## src/rtl/core/rwa_ram.sv

```systemverilog
// Generic single write port, single read port memory with a registered read.
module rwa_ram #(
  parameter int unsigned DEPTH = 64,
  parameter int unsigned WIDTH = 56,
  parameter int unsigned AW    = $clog2(DEPTH)
) (
  input  logic             clk_i,
  input  logic             we_i,
  input  logic [AW-1:0]    waddr_i,
  input  logic [WIDTH-1:0] wdata_i,
  input  logic [AW-1:0]    raddr_i,
  output logic [WIDTH-1:0] rdata_o
);

  logic [WIDTH-1:0] mem [DEPTH];
  logic [WIDTH-1:0] rdata_q;

  always_ff @(posedge clk_i) begin
    if (we_i) begin
      mem[waddr_i] <= wdata_i;
    end
    rdata_q <= mem[raddr_i];
  end

  assign rdata_o = rdata_q;

endmodule

```

## config.mk

```make
export PLATFORM = sky130hd
export DESIGN_NAME = rwa_ram
export DESIGN_NICKNAME = d
export VERILOG_FILES = /design/src/rtl/core/rwa_ram.sv
export SDC_FILE = /design/constraint.sdc
export NUM_CORES = 2
export LEC_CHECK = 0
export BUFFER_PORTS_ARGS = -buffer_cell sky130_fd_sc_hd__buf_4
export CELL_PAD_IN_SITES_DETAIL_PLACEMENT = 0
export CELL_PAD_IN_SITES_GLOBAL_PLACEMENT = 1
export CORE_MARGIN = 4
export CORE_UTILIZATION = 60
export CTS_CLUSTER_DIAMETER = 60
export DETAILED_ROUTE_END_ITERATION = 12
export PLACE_DENSITY = 0.87
export SLEW_MARGIN = 20
export SYNTH_ARGS = -nofsm -noshare
export SYNTH_HDL_FRONTEND = slang
export SYNTH_SLANG_ARGS = --single-unit
```

## constraint.sdc

```tcl
create_clock -name clk_i -period 15.2 [get_ports clk_i]
set_input_delay 2.28 -clock clk_i [delete_from_list [all_inputs] [get_ports clk_i]]
set_output_delay 2.28 -clock clk_i [all_outputs]
set_load 0.05 [all_outputs]
```

==> insert_results.sql <==
INSERT INTO impl_metrics (metric_group, metric, value, unit) VALUES
('floorplan', 'chipWidth', '486', 'um'),
('floorplan', 'rows', '175', ''),
('place', 'globalplace.congestion', '0.805', ''),
('clocking', 'ctsHtreeMaxLevel', '5', ''),
('sta', 'setup_viol_count_final', '0', ''),
('floorplan', 'core_area', '0.227', 'mm^2'),
('sta', 'top_achievable_clock_speed', '169', 'MHz'),
('finish', 'utilization', '0.674', ''),
('finish', 'mostFrequentLayoutCells', 'sky130_fd_sc_hd__edfxtp_1, sky130_fd_sc_hd__mux4_2, sky130_fd_sc_hd__clkbuf_16', ''),
('setup_path', 'timing.critical_path.to_type', 'flip-flop', ''),
('logic_synthesis', 'synth-async-reset-ratio', '0', ''),
('clocking', 'ctsRootBufferMaster', 'sky130_fd_sc_hd__clkbuf_16', ''),
('clocking', 'clock_slew_seen_by_the_registers_of_the_worst_setup_and_hold_paths', '0.06', 'ns'),
('global_routing', 'global_route.overflow_total', '0', ''),
('global_routing', 'grt_first_pass_wirelength', '547', 'mm'),
('sta', 'slew-limit-headroom', '0.151', ''),
('drt', 'drt-pass1-iter-count', '6', ''),
('floorplan', 'boundaryPins', '126', ''),
('sta', 'final.setup_skew', '0.0829', 'ns'),
('logic_synthesis', 'synth-main-ff-cell', 'sky130_fd_sc_hd__edfxtp_1', ''),
('clocking', 'post_cts_resize_count', '0', ''),
('clocking', 'cts.sinks', '3640', ''),
('global_routing', 'total_track_usage', '0.331', ''),
('logic_synthesis', 'syn_avg_cell_area', '23.0', 'um^2'),
('hold_path', 'worst_hold_path_type', 'reg2reg', ''),
('global_routing', 'number_of_antenna_violations_at_the_first_check_in_global_routing', '26', ''),
('finish', 'area_delta_synth_final', '11.9', '%'),
('global_routing', 'grt_start_max_net_pins', '128', ''),
('power', 'vdd_drop_max', '0.000143', 'V'),
('logic_synthesis', 'ys_seq_area_frac', '0.794', ''),
('logic_synthesis', 'syn_area', '0.137', 'mm^2'),
('drt', 'drc_violations_left', '0', ''),
('setup_path', 'cp_data_required_time', '15.91', 'ns'),
('clocking', 'cts_buffers', '363', ''),
('clocking', 'clk-insertion-delay-late', '0.96', 'ns'),
('setup_path', 'critPathKind', 'in2reg', ''),
('sta', 'setup_total_negative_slack', '0', 'ns'),
('sta', 'final_min_period_over_clock_period', '0.389', ''),
('sta', 'drv_slew', '0', ''),
('sta', 'transition_time_of_the_tightest_slew_check_pin', '1.27', 'ns'),
('status', 'status', 'complete, no violations', ''),
('clocking', 'post_cts.repair.setup_buffers', '0', ''),
('clocking', 'cts-root-to-sink-buffers', '4', ''),
('drt', 'detail_route.iter0.violations', '13100', ''),
('place', 'io_buffers', '125', ''),
('place', 'detailedPlacementHpwl', '189', 'mm'),
('sta', 'finalWorstPathRequiredPeriod', '5.92', 'ns'),
('place', 'place_area', '0.142', 'mm^2'),
('setup_path', 'startpoint_type', 'primary input', ''),
('setup_path', 'worstPathMaxFanout', '118', ''),
('logic_synthesis', 'yosys.cell_types.count', '47', ''),
('drt', 'antenna_left', '0', ''),
('run', 'maxCapViolations', '0', ''),
('sta', 'holdWs', '0.748', 'ns'),
('finish', 'layout.nets', '6337', ''),
('logic_synthesis', 'postSynthCellCount', '5949', ''),
('logic_synthesis', 'post_synthesis_sequential_element_count', '3640', ''),
('clocking', 'cts_tree', 'built', ''),
('power', 'power.density', '137', 'mW/mm^2'),
('global_routing', 'first_global_vias', '72100', ''),
('floorplan', 'die-height', '486', 'um'),
('power', 'total_leakage_power', '47.9', 'nW'),
('drt', 'route.final.wire_length', '389', 'mm'),
('floorplan', 'initial_core_util', '0.603', ''),
('drt', 'wl_per_cell', '40.6', 'um'),
('sta', 'fin_ws', '9.28', 'ns'),
('sta', 'timing_hold_violations_final', '0', ''),
('logic_synthesis', 'synthesis.yosys.warnings', '0', ''),
('sta', 'setup_repair_after_global_routing_missed_its_margin', 'false', ''),
('floorplan', 'floorplan.die_area', '0.236', 'mm^2'),
('drt', 'route.vias.total', '70700', ''),
('drt', 'drt-vias-per-instance', '7.38', ''),
('clocking', 'ctsHoldBuffers', '0', ''),
('place', 'pre_cts_slack', '8.38', 'ns'),
('finish', 'layout_commonest_cell', 'sky130_fd_sc_hd__edfxtp_1', ''),
('finish', 'postLayoutCellArea', '0.153', 'mm^2'),
('finish', 'drive_above_1_share', '0.265', ''),
('logic_synthesis', 'synth_edf_count', '3584', ''),
('setup_path', 'reg2reg_slack', '12.96', 'ns'),
('logic_synthesis', 'synthesis.nets', '6019', ''),
('setup_path', 'critPathArrivalTime', '6.63', 'ns');
-- registers in the layout, summed over array words and instances (netlist names) --
register  count
rdata_o      56
mem        3584
-- synthesized netlist by cell type (all sizes together) (14+ instances only) --
cell type | n | area [um^2]
a22oi | 73 | 548
nand2 | 75 | 282
mux4 | 803 | 18100
dfxtp | 56 | 1120
buf | 219 | 1470
o221ai | 57 | 499
and2 | 17 | 106
o21a | 33 | 248
nor2b | 14 | 87.6
o22ai | 252 | 1580
mux2 | 31 | 349
nand4 | 22 | 138
a311oi | 21 | 184
clkbuf | 123 | 463
nand3 | 29 | 145
nor4 | 35 | 219
edfxtp | 3584 | 108000
a21oi | 15 | 75.1
o21ai | 59 | 295
a211oi | 37 | 278
nor2 | 89 | 334
mux2i | 217 | 2170
-- worst max-delay path, cell delays in order --
cell and delay, ns:
sky130_fd_sc_hd__buf_16 0.45, sky130_fd_sc_hd__buf_12 0.59, sky130_fd_sc_hd__buf_12 0.62, sky130_fd_sc_hd__buf_4 0.73, sky130_fd_sc_hd__mux4_2 0.59, sky130_fd_sc_hd__mux2i_1 0.21, sky130_fd_sc_hd__nor2_1 0.07, sky130_fd_sc_hd__a311oi_1 0.36
sky130_fd_sc_hd__a311oi_1 0.12
-- final timing paths --
kind	start	to	depth (start not counted)
setup / recovery	raddr_i[0]	rdata_o[17]	9
hold / removal	mem[46][28]	rdata_o[28]	4
setup reg to reg	mem[23][23]	rdata_o[23]	4
hold reg to reg	mem[46][28]	rdata_o[28]	4
-- where the power goes --
group	switching (mW)	internal (mW)	leakage [nW]
logic	0.693	0.346	9.58
registers	0.0481	11.1	32.7
clock network	3.78	4.97	5.58
-- cell families (layout without fill, tap and decap cells) --
group,after synthesis,after routing,synth area share
mux,1051,1051,0.150
flops,3640,3640,0.794
simple gates,324,324,0.0117
other cells,0,19,0
buf+inv,343,944,0.0141
compound gates,591,591,0.0299
-- routing by layer --
metal  up-vias  track usage  share of wire
li1      26200            -              -
met1     36100        0.436           0.31
met2      6964        0.499           0.47
met3      1382       0.0995           0.15
met4         6        0.194          0.066
met5         -      0.00163        0.00018
-- stage by stage --
stage / instances / total power [mW]
after floorplan: 5949 / 11.9
after global placement: 8905 / 12.3
after detailed placement: 8908 / 12.4
after CTS: 9556 / 20.9
after global routing: 9573 / 21.5
final: 9578 / 20.9
-- cell type report --
class,instances,area [um^2]
Antenna cell,19,47.5
Clock buffer,434,9510
Clock inverter,214,1860
Fill cell,13000,74100
Inverter,1,8.76
Multi-Input combinational cell,1966,26900
Sequential cell,3640,109000
Tap cell,3009,3760
Timing Repair Buffer,295,2430
(Power assumes the default switching activity.)
