===== config.mk =====
export PLATFORM = sky130hd
export DESIGN_NAME = rwa_div
export DESIGN_NICKNAME = d
export VERILOG_FILES = /design/src/rtl/core/rwa_pkg.sv /design/src/rtl/core/rwa_div.sv
export SDC_FILE = /design/constraint.sdc
export NUM_CORES = 1
export LEC_CHECK = 0
export BUFFER_PORTS_ARGS = -buffer_cell sky130_fd_sc_hd__clkbuf_2
export CAP_MARGIN = 5
export CORE_UTILIZATION = 40
export DETAILED_ROUTE_END_ITERATION = 12
export SLEW_MARGIN = 40
export SYNTH_ARGS = -nofsm -noshare
export SYNTH_HDL_FRONTEND = slang
export SYNTH_SLANG_ARGS = --single-unit

===== constraint.sdc =====
create_clock -name clk_i -period 2.8 [get_ports clk_i]
set_clock_uncertainty 0.2 [all_clocks]
set_input_delay 0.56 -clock clk_i [delete_from_list [all_inputs] [get_ports clk_i]]
set_output_delay 0.56 -clock clk_i [all_outputs]
set_load 0.02 [all_outputs]

===== src/rtl/core/rwa_pkg.sv =====
// Shared widths, codes, item types and helper functions of the rain window accumulator.
package rwa_pkg;

  localparam int unsigned HISTORY_DEPTH = 64;

  localparam int unsigned IDX_W  = $clog2(HISTORY_DEPTH);
  localparam int unsigned CNT_W  = $clog2(HISTORY_DEPTH + 1);
  localparam int unsigned TIME_W = 32;
  localparam int unsigned READ_W = 24;
  localparam int unsigned RET_W  = 24;
  localparam int unsigned WIN_W  = 16;
  localparam int unsigned OUT_W  = 32;
  localparam int unsigned REC_W  = TIME_W + READ_W;

  // Accumulators hold the full sum of all records and at least one bit above the result width.
  localparam int unsigned SUM_RAW_W = READ_W + $clog2(HISTORY_DEPTH + 1);
  localparam int unsigned SUM_W     = (SUM_RAW_W > OUT_W + 1) ? SUM_RAW_W : OUT_W + 1;

  // The rate scale of 3600 is applied as 4096 - 512 + 16.
  localparam int unsigned RATE_SH_A = 12;
  localparam int unsigned RATE_SH_B = 9;
  localparam int unsigned RATE_SH_C = 4;
  localparam int unsigned NUM_W     = SUM_W + RATE_SH_A;
  localparam int unsigned MIN_SPAN  = 60;

  localparam int unsigned CFG_IDX_W  = 2;
  localparam int unsigned CFG_DATA_W = 24;

  localparam logic [CFG_IDX_W-1:0] REG_HISTORY_ENABLE = 2'd0;
  localparam logic [CFG_IDX_W-1:0] REG_RETENTION      = 2'd1;
  localparam logic [CFG_IDX_W-1:0] REG_RATE_WINDOW    = 2'd2;

  localparam logic [RET_W-1:0] RETENTION_RESET   = RET_W'(172800);
  localparam logic [WIN_W-1:0] RATE_WINDOW_RESET = WIN_W'(3600);

  localparam logic REQ_REPORT = 1'b0;
  localparam logic REQ_TICK   = 1'b1;

  typedef struct packed {
    logic              req_type;
    logic [TIME_W-1:0] now_time;
    logic [TIME_W-1:0] sample_time;
    logic [READ_W-1:0] rain_counter;
  } in_item_t;

  typedef struct packed {
    logic [OUT_W-1:0] window_total;
    logic [OUT_W-1:0] rate_per_hour;
  } out_item_t;

  // Ring slot of the record k places after the head.
  function automatic logic [IDX_W-1:0] slot_add(input logic [IDX_W-1:0] head,
                                                input logic [CNT_W-1:0] k);
    logic [CNT_W:0] s;
    s = (CNT_W+1)'(head) + (CNT_W+1)'(k);
    if (s >= (CNT_W+1)'(HISTORY_DEPTH)) begin
      s = s - (CNT_W+1)'(HISTORY_DEPTH);
    end
    return s[IDX_W-1:0];
  endfunction

  function automatic logic [OUT_W-1:0] sat_sum(input logic [SUM_W-1:0] v);
    return (|v[SUM_W-1:OUT_W]) ? {OUT_W{1'b1}} : v[OUT_W-1:0];
  endfunction

  function automatic logic [OUT_W-1:0] sat_num(input logic [NUM_W-1:0] v);
    return (|v[NUM_W-1:OUT_W]) ? {OUT_W{1'b1}} : v[OUT_W-1:0];
  endfunction

endpackage


===== src/rtl/core/rwa_div.sv =====
// Restoring divider that produces one quotient bit per cycle.
module rwa_div (
  input  logic                      clk_i,
  input  logic                      rst_ni,
  input  logic                      start_i,
  input  logic [rwa_pkg::NUM_W-1:0] num_i,
  input  logic [rwa_pkg::TIME_W-1:0] den_i,
  output logic                      done_o,
  output logic [rwa_pkg::NUM_W-1:0] quot_o
);
  import rwa_pkg::*;

  localparam int unsigned STEP_W = $clog2(NUM_W + 1);

  logic              busy_q, busy_d;
  logic              done_q, done_d;
  logic [STEP_W-1:0] step_q, step_d;
  logic [NUM_W-1:0]  num_q, num_d;
  logic [TIME_W-1:0] den_q, den_d;
  logic [TIME_W-1:0] rem_q, rem_d;
  logic [TIME_W:0]   trial;
  logic              qbit;

  always_comb begin
    busy_d = busy_q;
    done_d = 1'b0;
    step_d = step_q;
    num_d  = num_q;
    den_d  = den_q;
    rem_d  = rem_q;
    trial  = {rem_q, num_q[NUM_W-1]};
    qbit   = (trial >= {1'b0, den_q});
    if (start_i) begin
      busy_d = 1'b1;
      step_d = STEP_W'(NUM_W);
      num_d  = num_i;
      den_d  = den_i;
      rem_d  = '0;
    end else if (busy_q) begin
      // The remainder stays below the divisor, so the trial difference fits.
      rem_d  = qbit ? TIME_W'(trial - {1'b0, den_q}) : trial[TIME_W-1:0];
      num_d  = {num_q[NUM_W-2:0], qbit};
      step_d = step_q - STEP_W'(1);
      if (step_q == STEP_W'(1)) begin
        busy_d = 1'b0;
        done_d = 1'b1;
      end
    end
  end

  always_ff @(posedge clk_i or negedge rst_ni) begin
    if (!rst_ni) begin
      busy_q <= 1'b0;
      done_q <= 1'b0;
      step_q <= '0;
    end else begin
      busy_q <= busy_d;
      done_q <= done_d;
      step_q <= step_d;
    end
  end

  always_ff @(posedge clk_i) begin
    num_q <= num_d;
    den_q <= den_d;
    rem_q <= rem_d;
  end

  assign done_o = done_q;
  assign quot_o = num_q;

endmodule


==> impl_metrics.env <==
export IMPL_cts_buffer_depth=2
export IMPL_vias=5367
export IMPL_p_per_area_nw_per_um2=1040
export IMPL_setup_tns_ns=-0.367
export IMPL_setup_viol=14
export IMPL_cts_tree="done"
export IMPL_worst_slew_pin_slew_ns=0.561
export IMPL_grt_pass1_vias=5497
export IMPL_fin_nets=937
export IMPL_clock_fmax_ghz=0.347
export IMPL_drt_iter0_drc=314
export IMPL_post_dp_cell_area_um2=7990
export IMPL_start_kind="flip-flop"
export IMPL_wl_per_cell_um=16.2
export IMPL_routed_wl_um=17000
export IMPL_antenna_found_initial=1
export IMPL_final_cell_area_um2=9320
export IMPL_ys_warn_count=0
export IMPL_port_buffers=125
export IMPL_maxSlewViolCount=0
export IMPL_async_reset_ff_share_pct=6.84
export IMPL_cp_slowest_stage_delay_ns=0.52
export IMPL_vdd_drop_max_mv=0.726
export IMPL_fillers=1361
export IMPL_cp_required_ns=2.94
export IMPL_boundaryPins=126
export IMPL_die_area_um2=17100
export IMPL_ys_types=63
export IMPL_root_buffer="clkbuf_16"
export IMPL_synthCells=620
export IMPL_drt_pass1_iterations=4
export IMPL_seq_area_um2=3160
export IMPL_hold_worst_slack_ns=0.103
export IMPL_worstPathMaxFanout=3
export IMPL_grt_usage_pct=20.3
export IMPL_slew_headroom_pct=62.4
export IMPL_status="finished, violations left"
export IMPL_worstPathArrival_ns=3.02
export IMPL_drc=0
export IMPL_cts_max_level=4
export IMPL_worstSetupPathType="flip-flop to flip-flop"
export IMPL_synth_ff_type="edfxtp_1"
export IMPL_crit_chain="inv_2, ha_4, a22o_1, or4_4, buf_6, o211a_1, o21ai_2, nand2b_1, xor2_1, nand2_1, a311oi_2"
export IMPL_gp_congestion=0.890
export IMPL_period_minus_slack_ns=2.88
export IMPL_areaGrowthSynthToFinish_pct=40.4
export IMPL_die_h_um=131
export IMPL_syn_area_um2=6630
export IMPL_final_hold_viol_count=0
export IMPL_end_kind="flip-flop"
export IMPL_row_count=46
export IMPL_core_um2=16100
export IMPL_min_period_over_period_pct=103
export IMPL_synth_area_leaders="edfxtp_1 35%, dfxtp_1 9.7%, mux2_2 7.6%, ha_1 6.4%, a311oi_2 3.6%"
export IMPL_yosysTopAreaCell="edfxtp_1"
export IMPL_synth_edf_count=77
export IMPL_dp_hpwl_um=11600
export IMPL_syn_nets=735
export IMPL_grt_max_degree=46
export IMPL_fin_ws_ns=-0.0778
export IMPL_initial_core_util_pct=41.3
export IMPL_drv_cap=0
export IMPL_cts_reportedPaths_clkPinSlew_ns=0.07
export IMPL_rsz0062_at_grt="yes"
export IMPL_grt_overflow_total=0
export IMPL_ant_nets=0
export IMPL_critPathSlowestCell="or4_4"
export IMPL_multi_input_area_um2=3700
export IMPL_synth_seq_cells=117
export IMPL_grt_pass1_wl_um=26600
export IMPL_drive_gt1_share_pct=49.3
export IMPL_yosysTopAreaCellShare_pct=34.9
export IMPL_synth_seq_area_share_pct=47.5
export IMPL_p_leak_nw=3.99
export IMPL_failed_checks="negative setup slack"
export IMPL_cts_sinks=117
export IMPL_die_x_um=131
export IMPL_cts_buffers=17
export IMPL_pre_cts_slack_ns=-0.249
export IMPL_clk_latency_ns=0.43
export IMPL_syn_mean_instance_area_um2=10.7
export IMPL_vias_per_cell=5.11
export IMPL_diodes=0
export IMPL_holdCritPathClass="input port to flip-flop"
-- cells by family after synthesis --
family	Yosys count	synth area share (%)
AND/OR/NAND/NOR	176	12.4
AO/OA/AOI/OAI	130	15.4
flip-flops	117	47.5
buffers and inverters	79	5.11
multiplexers	51	8.62
adder cells (fa/ha/maj)	35	6.71
XOR/XNOR	32	4.22
-- cells in the mapped netlist, types with 11 or more instances --
cell	n
dfxtp_1	32
xnor2_1	20
nand2_1	60
xor2_1	12
mux2_2	45
nor2_1	51
o21ai_0	15
edfxtp_1	77
clkbuf_1	17
a311oi_2	16
a21o_1	11
inv_1	47
ha_1	34
a21oi_1	36
-- repair_timing --
action | CTS | global route
resized for setup | 53 | 63
endpoints found under the setup margin | 33 | 33
hold buffers | 1 | 0
gates cloned | 1 | 1
endpoints found under the hold margin | 8 | 0
setup buffers | 11 | 4
pin swaps | 20 | 54
-- layout by cell type, fill, tap and decap left out, types with 5 or more instances in the layout --
cell       instances
a211oi_2           5
a21o_1            11
a21oi_1           22
a21oi_2           10
a311oi_2          18
buf_4             75
buf_6              5
clkbuf_16         18
clkbuf_2         124
dfrtp_1            7
dfxtp_1           31
edfxtp_1          77
ha_1              19
ha_4              13
inv_1             39
inv_2              7
inv_6              5
mux2_2            45
mux2i_1            5
nand2_1           45
nand2_2           17
nand2_4            8
nand2b_1          10
nand3_1            8
nand4_1            7
nor2_1            49
o21ai_0           13
xnor2_1           20
xor2_1            12
-- layer usage --
layer	vias to the layer above	track usage, %	part of all wire (%)
met3	22	5.50	3.7
met2	112	33.6	50
met4	0	7.57	1.7
li1	2651	-	-
met5	-	0	0
met1	2582	25.2	45
-- registers in the layout, summed over array words and instances, names as in the netlist --
name	flops
quot_o	45
den_q	32
rem_q	32
step_q	6
busy_q	1
done_o	1
-- path summary, 6_finish.rpt --
| path | startpoint | end | slack, ns | cells after the start |
|---|---|---|---|---|
| setup / recovery | den_q[13]$_DFFE_PP_ | rem_q[16]$_SDFFE_PP0P_ | -0.08 | 11 |
| hold / removal | den_i[31] | den_q[31]$_DFFE_PP_ | 0.10 | 1 |
| setup reg to reg | den_q[13]$_DFFE_PP_ | rem_q[16]$_SDFFE_PP0P_ | -0.08 | 11 |
| hold reg to reg | rem_q[25]$_SDFFE_PP0P_ | rem_q[25]$_SDFFE_PP0P_ | 0.30 | 2 |
| max in group asynchronous | rst_ni | busy_q$_DFF_PN0_ | 1.87 | 2 |
| min in group asynchronous | rst_ni | step_q[3]$_DFFE_PN0P_ | 0.33 | 2 |
-- critical path: cells and delay by family, from the launching register on --
family                     cells  cell delay, ns
DFF                            1            0.37
adders and majority gates      1            0.20
AOI/OAI and AO/OA              4            0.92
buffers and inverters          2            0.22
and+or+nand+nor                3            0.74
xor gates and xnor gates       1            0.14
-- metrics by stage --
| step | util [%] | std cells | power, mW |
|---|---|---|---|
| 2_1_floorplan | - | 620 | 5.05 |
| 3_3_place_gp | 49.7 | 1003 | 6.28 |
| 3_5_place_dp | 49.7 | 1003 | 6.33 |
| 4_1_cts | 55.9 | 1048 | 9.11 |
| 5_1_grt | 58.0 | 1051 | 10.2 |
| 6_report | 58.0 | 1051 | 9.67 |
-- area by class of cell --
| type | count | area share, % |
|---|---|---|
| Multi-Input combinational cell | 424 | 39.7 |
| Tap cell | 216 | 2.90 |
| Clock buffer | 17 | 4.57 |
| Timing Repair Buffer | 214 | 15.3 |
| Clock inverter | 15 | 1.56 |
| Inverter | 48 | 2.11 |
| Sequential cell | 117 | 33.9 |
-- report_power, final --
group / leakage [nW] / internal, mW / total, mW / switching (mW)
Sequential: 1.14 / 2.20 / 2.47 / 0.269
Clock: 0.277 / 1.24 / 2.12 / 0.883
Combinational: 2.58 / 2.54 / 5.07 / 2.54
No activity file was read; power rests on OpenSTA's default activity.
